[src/sv/chte_pkg.sv]
// ----------------------------------------------------------------------------
// chte_pkg
// Shared types, codes, hash constants and the shift-xor mix step of the chained hash table engine.
// ----------------------------------------------------------------------------
package chte_pkg;

    localparam int unsigned BUCKETS_DEF = 32;
    localparam int unsigned ENTRIES_DEF = 64;

    localparam logic [63:0] MIX_C1 = 64'hff51afd7ed558ccd;
    localparam logic [63:0] MIX_C2 = 64'hc4ceb9fe1a85ec53;
    localparam int unsigned MIX_SHIFT = 33;

    typedef enum logic [1:0] {
        CMD_INSERT = 2'd0,
        CMD_ERASE  = 2'd1,
        CMD_FIND   = 2'd2,
        CMD_NONE   = 2'd3
    } cmd_t;

    typedef enum logic [1:0] {
        ST_OK       = 2'd0,
        ST_NOTFOUND = 2'd1,
        ST_DUP      = 2'd2,
        ST_FULL     = 2'd3
    } status_t;

    typedef struct packed {
        logic [1:0]  cmd;
        logic [63:0] key;
        logic [63:0] value;
    } req_t;

    typedef struct packed {
        logic [1:0]  status;
        logic [63:0] found_value;
    } rsp_t;

    // Back-end sequencer states
    typedef enum logic [3:0] {
        BE_IDLE,
        BE_MUL1,
        BE_MUL2,
        BE_HEAD,
        BE_RD,
        BE_CMP,
        BE_FREE,
        BE_FREE_WAIT,
        BE_FIN,
        BE_LINK,
        BE_CLEAR
    } be_state_t;

    function automatic logic [63:0] xs33(input logic [63:0] k);
        xs33 = k ^ (k >> MIX_SHIFT);
    endfunction

endpackage

[src/sv/chte_front.sv]
// ----------------------------------------------------------------------------
// chte_front
// Command front end: a two-entry queue that accepts commands and holds them for the back end.
// ----------------------------------------------------------------------------
module chte_front
    import chte_pkg::*;
(
    input  logic clk,
    input  logic rst_n,
    input  logic push,
    output logic full,
    input  req_t req,
    output logic q_valid,
    input  logic q_take,
    output req_t q_req
);

    req_t        slot_reg [2];
    logic        rd_ptr_reg, wr_ptr_reg;
    logic [1:0]  cnt_reg;
    logic        do_push, do_pop;

    assign full    = (cnt_reg == 2'd2);
    assign q_valid = (cnt_reg != 2'd0);
    assign do_push = push && !full;
    assign do_pop  = q_take && q_valid;
    // unused command codes are passed as-is; the back end treats them as no-ops
    assign q_req   = slot_reg[rd_ptr_reg];

    // queue storage
    always_ff @(posedge clk)
    begin
        if (do_push)
        begin
            slot_reg[wr_ptr_reg] <= req;
        end
    end

    // queue pointers
    always_ff @(posedge clk or negedge rst_n)
    begin
        if (!rst_n)
        begin
            rd_ptr_reg <= 1'b0;
            wr_ptr_reg <= 1'b0;
            cnt_reg    <= 2'd0;
        end
        else
        begin
            if (do_push) wr_ptr_reg <= !wr_ptr_reg;
            if (do_pop)  rd_ptr_reg <= !rd_ptr_reg;
            cnt_reg <= cnt_reg + {1'b0, do_push} - {1'b0, do_pop};
        end
    end

`ifndef SYNTHESIS
    a_no_overflow: assert property (@(posedge clk) disable iff (!rst_n)
        full |=> cnt_reg <= 2'd2) else $error("front queue overflow");
    a_cnt_track: assert property (@(posedge clk) disable iff (!rst_n)
        (do_push && !do_pop) |=> cnt_reg == $past(cnt_reg) + 2'd1)
        else $error("front queue count mismatch");
    a_pop_nonempty: assert property (@(posedge clk) disable iff (!rst_n)
        (cnt_reg == 2'd0) |-> !do_pop) else $error("pop from empty front queue");
`endif

endmodule

[config.mk]
export PLATFORM = sky130hd
export DESIGN_NAME = chte_front
export DESIGN_NICKNAME = d
export VERILOG_FILES = /design/src/sv/chte_pkg.sv /design/src/sv/chte_front.sv
export SDC_FILE = /design/constraint.sdc
export NUM_CORES = 1
export LEC_CHECK = 0
export BUFFER_PORTS_ARGS = -buffer_cell sky130_fd_sc_hd__buf_2
export CAP_MARGIN = 20
export CORE_MARGIN = 3
export CORE_UTILIZATION = 52
export DETAILED_ROUTE_END_ITERATION = 12
export PLACE_DENSITY = 0.79
export SETUP_SLACK_MARGIN = 0.1
export SYNTH_ARGS = -nofsm -noshare
export SYNTH_HDL_FRONTEND = slang
export SYNTH_SLANG_ARGS = --single-unit
[constraint.sdc]
create_clock -name clk -period 7.6 [get_ports clk]
set_input_delay 0.76 -clock clk [delete_from_list [all_inputs] [get_ports clk]]
set_output_delay 0.76 -clock clk [all_outputs]
set_load 0.02 [all_outputs]
# Yosys cells after proc, flatten, opt, wreduce, memory -nomap -nowiden
# Memory sizes are Yosys's and may differ from the RTL's.
# Cells that the tools add are included.
# Widths: inputs -> output; s select.
dict set report classes {
  n_addsub 2
  n_eq_ne 1
  n_mux 2
  reduce_logical 6
}
# operator n
set ops {}
lappend ops {{$logic_not 1->1} 3}
lappend ops {{$add 2x1->2} 1}
lappend ops {{$eq 2x2->1 const B} 1}
lappend ops {{$logic_and 1x1->1} 2}
lappend ops {{$mux 1} 2}
lappend ops {{$reduce_bool 2->1} 1}
lappend ops {{$sub 2x1->2} 1}
dict set report totals {
  regBits 4
  mem_bits_rw 260
  inputBits 134
  output_inout_bits 132
  wordCells 15
  mem_count 1
}
# name depth width read_ports rd_ports_with_merged_regs wr line_no
set memory_table {}
lappend memory_table {slot_reg 2 130 1 0 1 chte_front.sv:18} ;# req_t slot_reg [2];

# Logic depth before layout (Yosys ltp)
dict set report depth {
  word_depth 5
  depth_mapped 7
  depth_no_buf 7
}

# Least setup slack after synthesis
# Ideal clock, no wire load.
dict set report synth_timing {
  path_type {input to register}
  start {input port push}
  end {memory slot_reg[0][0] in the netlist's numbering, enable pin}
  setup_time_ns 0.621
  arrival_time_ns 6.255
  t_required_ns 6.979
  setup_slack_ns 0.725
  cell_stages 2
  n_path_buf 0
  cell_sequence {nand2_1 > nor2_1}
}
dict set report synth_between {
  elab_chain_len 3
}
# element line_no
set synth_lines {}
lappend synth_lines {{from (decl)} chte_front.sv:10} ;# input logic push,
lappend synth_lines {{$logic_and 1x1->1} chte_front.sv:25} ;# assign do_push = push && !full;
lappend synth_lines {{$mux 1} chte_front.sv:33} ;# if (do_push)
lappend synth_lines {{$mux 1 (not written as such)} chte_front.sv:35} ;# slot_reg[wr_ptr_reg] <= req;
lappend synth_lines {{to (decl)} chte_front.sv:18}
# Every way passes these cells.

==> impl_metrics.py <==
metrics = {
    "global_routing": {
        "grt_pass1_vias": 5217,
        "grt_pass1_wl_um": 27100,
        "grt_max_degree": 73,
        "grt_use_total": 0.167,
        "grt-ovfl-total": 0,
        "antenna_found_initial": 2,
    },
    "timing": {
        "fin_ws_ns": 4.23,
        "fin_crit_sh": 0.443,
        "fin_crit_ns": 3.37,
        "max_freq_ghz": 0.297,
        "grt_setup_unrepaired": "no",
        "tns_ns": 0,
        "worstMarginPinSlew_ns": 0.984,
        "finalHoldViolCount": 0,
        "finalSetupViolCount": 0,
        "timing.slew.headroom": 0.344,
        "drv_slew": 0,
        "finalClockSkew_ns": 0.00605,
        "whs_ns": 0.0519,
    },
    "synth": {
        "syn_nets": 559,
        "synth_seq_cells": 264,
        "yosys-top-cells-area": "edfxtp_1 (78%), mux2_4 (14%), mux2_2 (4.5%)",
        "avgSynthCellArea_um2": 23.5,
        "ys_top_cells_by_count": "edfxtp_1 (260), mux2_4 (90), mux2_2 (40), buf_6 (10)",
        "synth_top_cell_area_share": 0.784,
        "yosysSeqAreaShare": 0.794,
        "synth_cells": 423,
        "yosysTopAreaCell": "edfxtp_1",
        "synth.cell_area_mm2": 0.00996,
        "synth.most_common_cell": "edfxtp_1",
        "synth_edf_count": 260,
        "ys.warnings.count": 0,
        "synth.distinct_cells": 17,
        "synthFlopType": "edfxtp_1",
        "synthArstFlopShare": 0.0152,
    },
    "flow_run": {
        "drv_cap": 0,
    },
    "power_and_ir_drop": {
        "swShare": 0.310,
        "total_power_mw": 5.11,
        "internal-power_mw": 3.52,
        "comb_power_share": 0.338,
        "p_leak_nw": 4.91,
        "cellPowerDensity_mw_per_mm2": 413,
        "peakVddDrop_v": 0.000278,
        "p_seq_frac": 0.412,
        "p_sw_mw": 1.58,
        "pwr-share-clk": 0.249,
    },
    "clock_tree": {
        "clk_pin_slew_ns": 0.06,
        "cts_tree": "yes",
        "h-tree-depth": 1,
        "cts_buffers": 26,
        "cts_resized": 0,
        "cts_root_buf": "clkbuf_16",
        "cts.sinks": 264,
        "cts_hold_buf": 0,
        "clock_path_buffers": 3,
        "clock_latency_ns": 0.51,
        "post_cts_buffers": 0,
    },
    "floorplan": {
        "die_x_um": 144,
        "dieArea_mm2": 0.0208,
        "die_h_um": 144,
        "io-pin-count": 266,
        "initial_core_util": 0.541,
        "core-area_mm2": 0.0184,
        "num_rows": 49,
    },
    "cells_and_area": {
        "drive_above_1_share": 0.605,
        "instances_no_fill": 957,
        "fillers": 1211,
        "final_cell_area_mm2": 0.0124,
        "syn2layout_area_growth_pct": 24.3,
        "fin_nets": 843,
        "largest_register_ffs": 260,
        "finalCoreUtilization": 0.673,
    },
    "placed_design": {
        "post-dp-hpwl_um": 12300,
        "dp_slack_ns": 4.71,
        "dpl-instance-area_mm2": 0.0115,
        "gp_congestion": 0.702,
        "numPortBuffers": 265,
        "dp_cells": 908,
    },
    "critical_path": {
        "worst_ep_required_time_ns": 6.84,
        "criticalPathCategory": "register to output port",
        "startpoint_type": "register",
        "path_cells": "buf_4, mux2_2, buf_2",
        "critPathArrivalTime_ns": 2.61,
        "max_stage_delay_ns": 0.78,
        "slowest_stage": "buf_4",
        "end_kind": "output port",
        "crit_path_max_fanout": 53,
    },
    "route": {
        "drc": 0,
        "firstDrtPassIters": 4,
        "ant_nets": 0,
        "drtIter0Drc": 214,
        "via_per_inst": 5.13,
        "wl_per_cell_um": 18.8,
        "routed_wl_um": 18000,
        "vias": 4908,
    },
    "min_path": {
        "hold_path_class": "input port to async pin",
    },
    "run_status": {
        "status": "complete, no violations",
    },
}
-- cell type report --
| class | count | area (um2) | share of cell area |
|---|---|---|---|
| Antenna cell | 2 | 5.00 | 0.000405 |
| Clock buffer | 36 | 709 | 0.0573 |
| Clock inverter | 11 | 154 | 0.0124 |
| Inverter | 2 | 7.51 | 0.000607 |
| Multi-Input combinational cell | 142 | 1910 | 0.154 |
| Sequential cell | 264 | 7910 | 0.639 |
| Tap cell | 229 | 287 | 0.0232 |
| Timing Repair Buffer | 271 | 1390 | 0.112 |
-- logic make-up after synthesis --
group                      Yosys count  synth area share
buffers and inverters               17            0.0156
adders and majority gates            2           0.00251
muxes                              130             0.181
and+or+nand+nor                      6           0.00327
DFF                                264             0.794
xor gates and xnor gates             4           0.00352
-- power groups by stage --
stage,Combinational (mW),Sequential [mW],Clock [mW]
final,1.73,2.10,1.27
after global routing,1.84,2.14,1.37
after CTS,1.75,2.11,1.30
after detailed placement,1.75,2.14,0
after global placement,1.71,2.12,0
after floorplan,1.32,2.13,0
-- layer usage --
metal	vias up	routed length (um)	track usage
li1	2255	-	-
met1	2399	6730	0.203
met2	216	9240	0.292
met3	36	1630	0.0496
met4	2	417	0.0437
met5	-	9	0
-- path summary, 6_finish.rpt --
path,startpoint,end,slack (ns),cells past startpoint
hold / removal,rst_n,rd_ptr_reg,0.05,1
setup reg to reg,cnt_reg[1],slot_reg[1][20],5.29,4
min in group clk,req[117],slot_reg[1][117],0.44,1
hold reg to reg,cnt_reg[0],cnt_reg[0],0.52,1
setup / recovery,rd_ptr_reg,q_req[129],4.23,3
max in group asynchronous,rst_n,rd_ptr_reg,7.41,1
-- cells in the final DEF (no fill, tap or decap), types with 2 or more instances in the layout --
cell type,instances
buf_2,265
buf_4,5
bufinv_16,4
clkbuf_1,9
clkbuf_16,27
clkinv_1,4
clkinv_2,2
dfrtp_1,3
diode_2,2
edfxtp_1,260
ha_1,2
inv_1,2
mux2_2,40
mux2_4,90
xnor2_1,3
-- critical path, delay by kind of cell, from the launching register on --
| family | cells | cell delay (ns) |
|---|---|---|
| flip-flops | 1 | 0.69 |
| buffers and inverters | 2 | 0.94 |
| multiplexers | 1 | 0.41 |
Note: power is estimated with default switching activity, not from simulation.
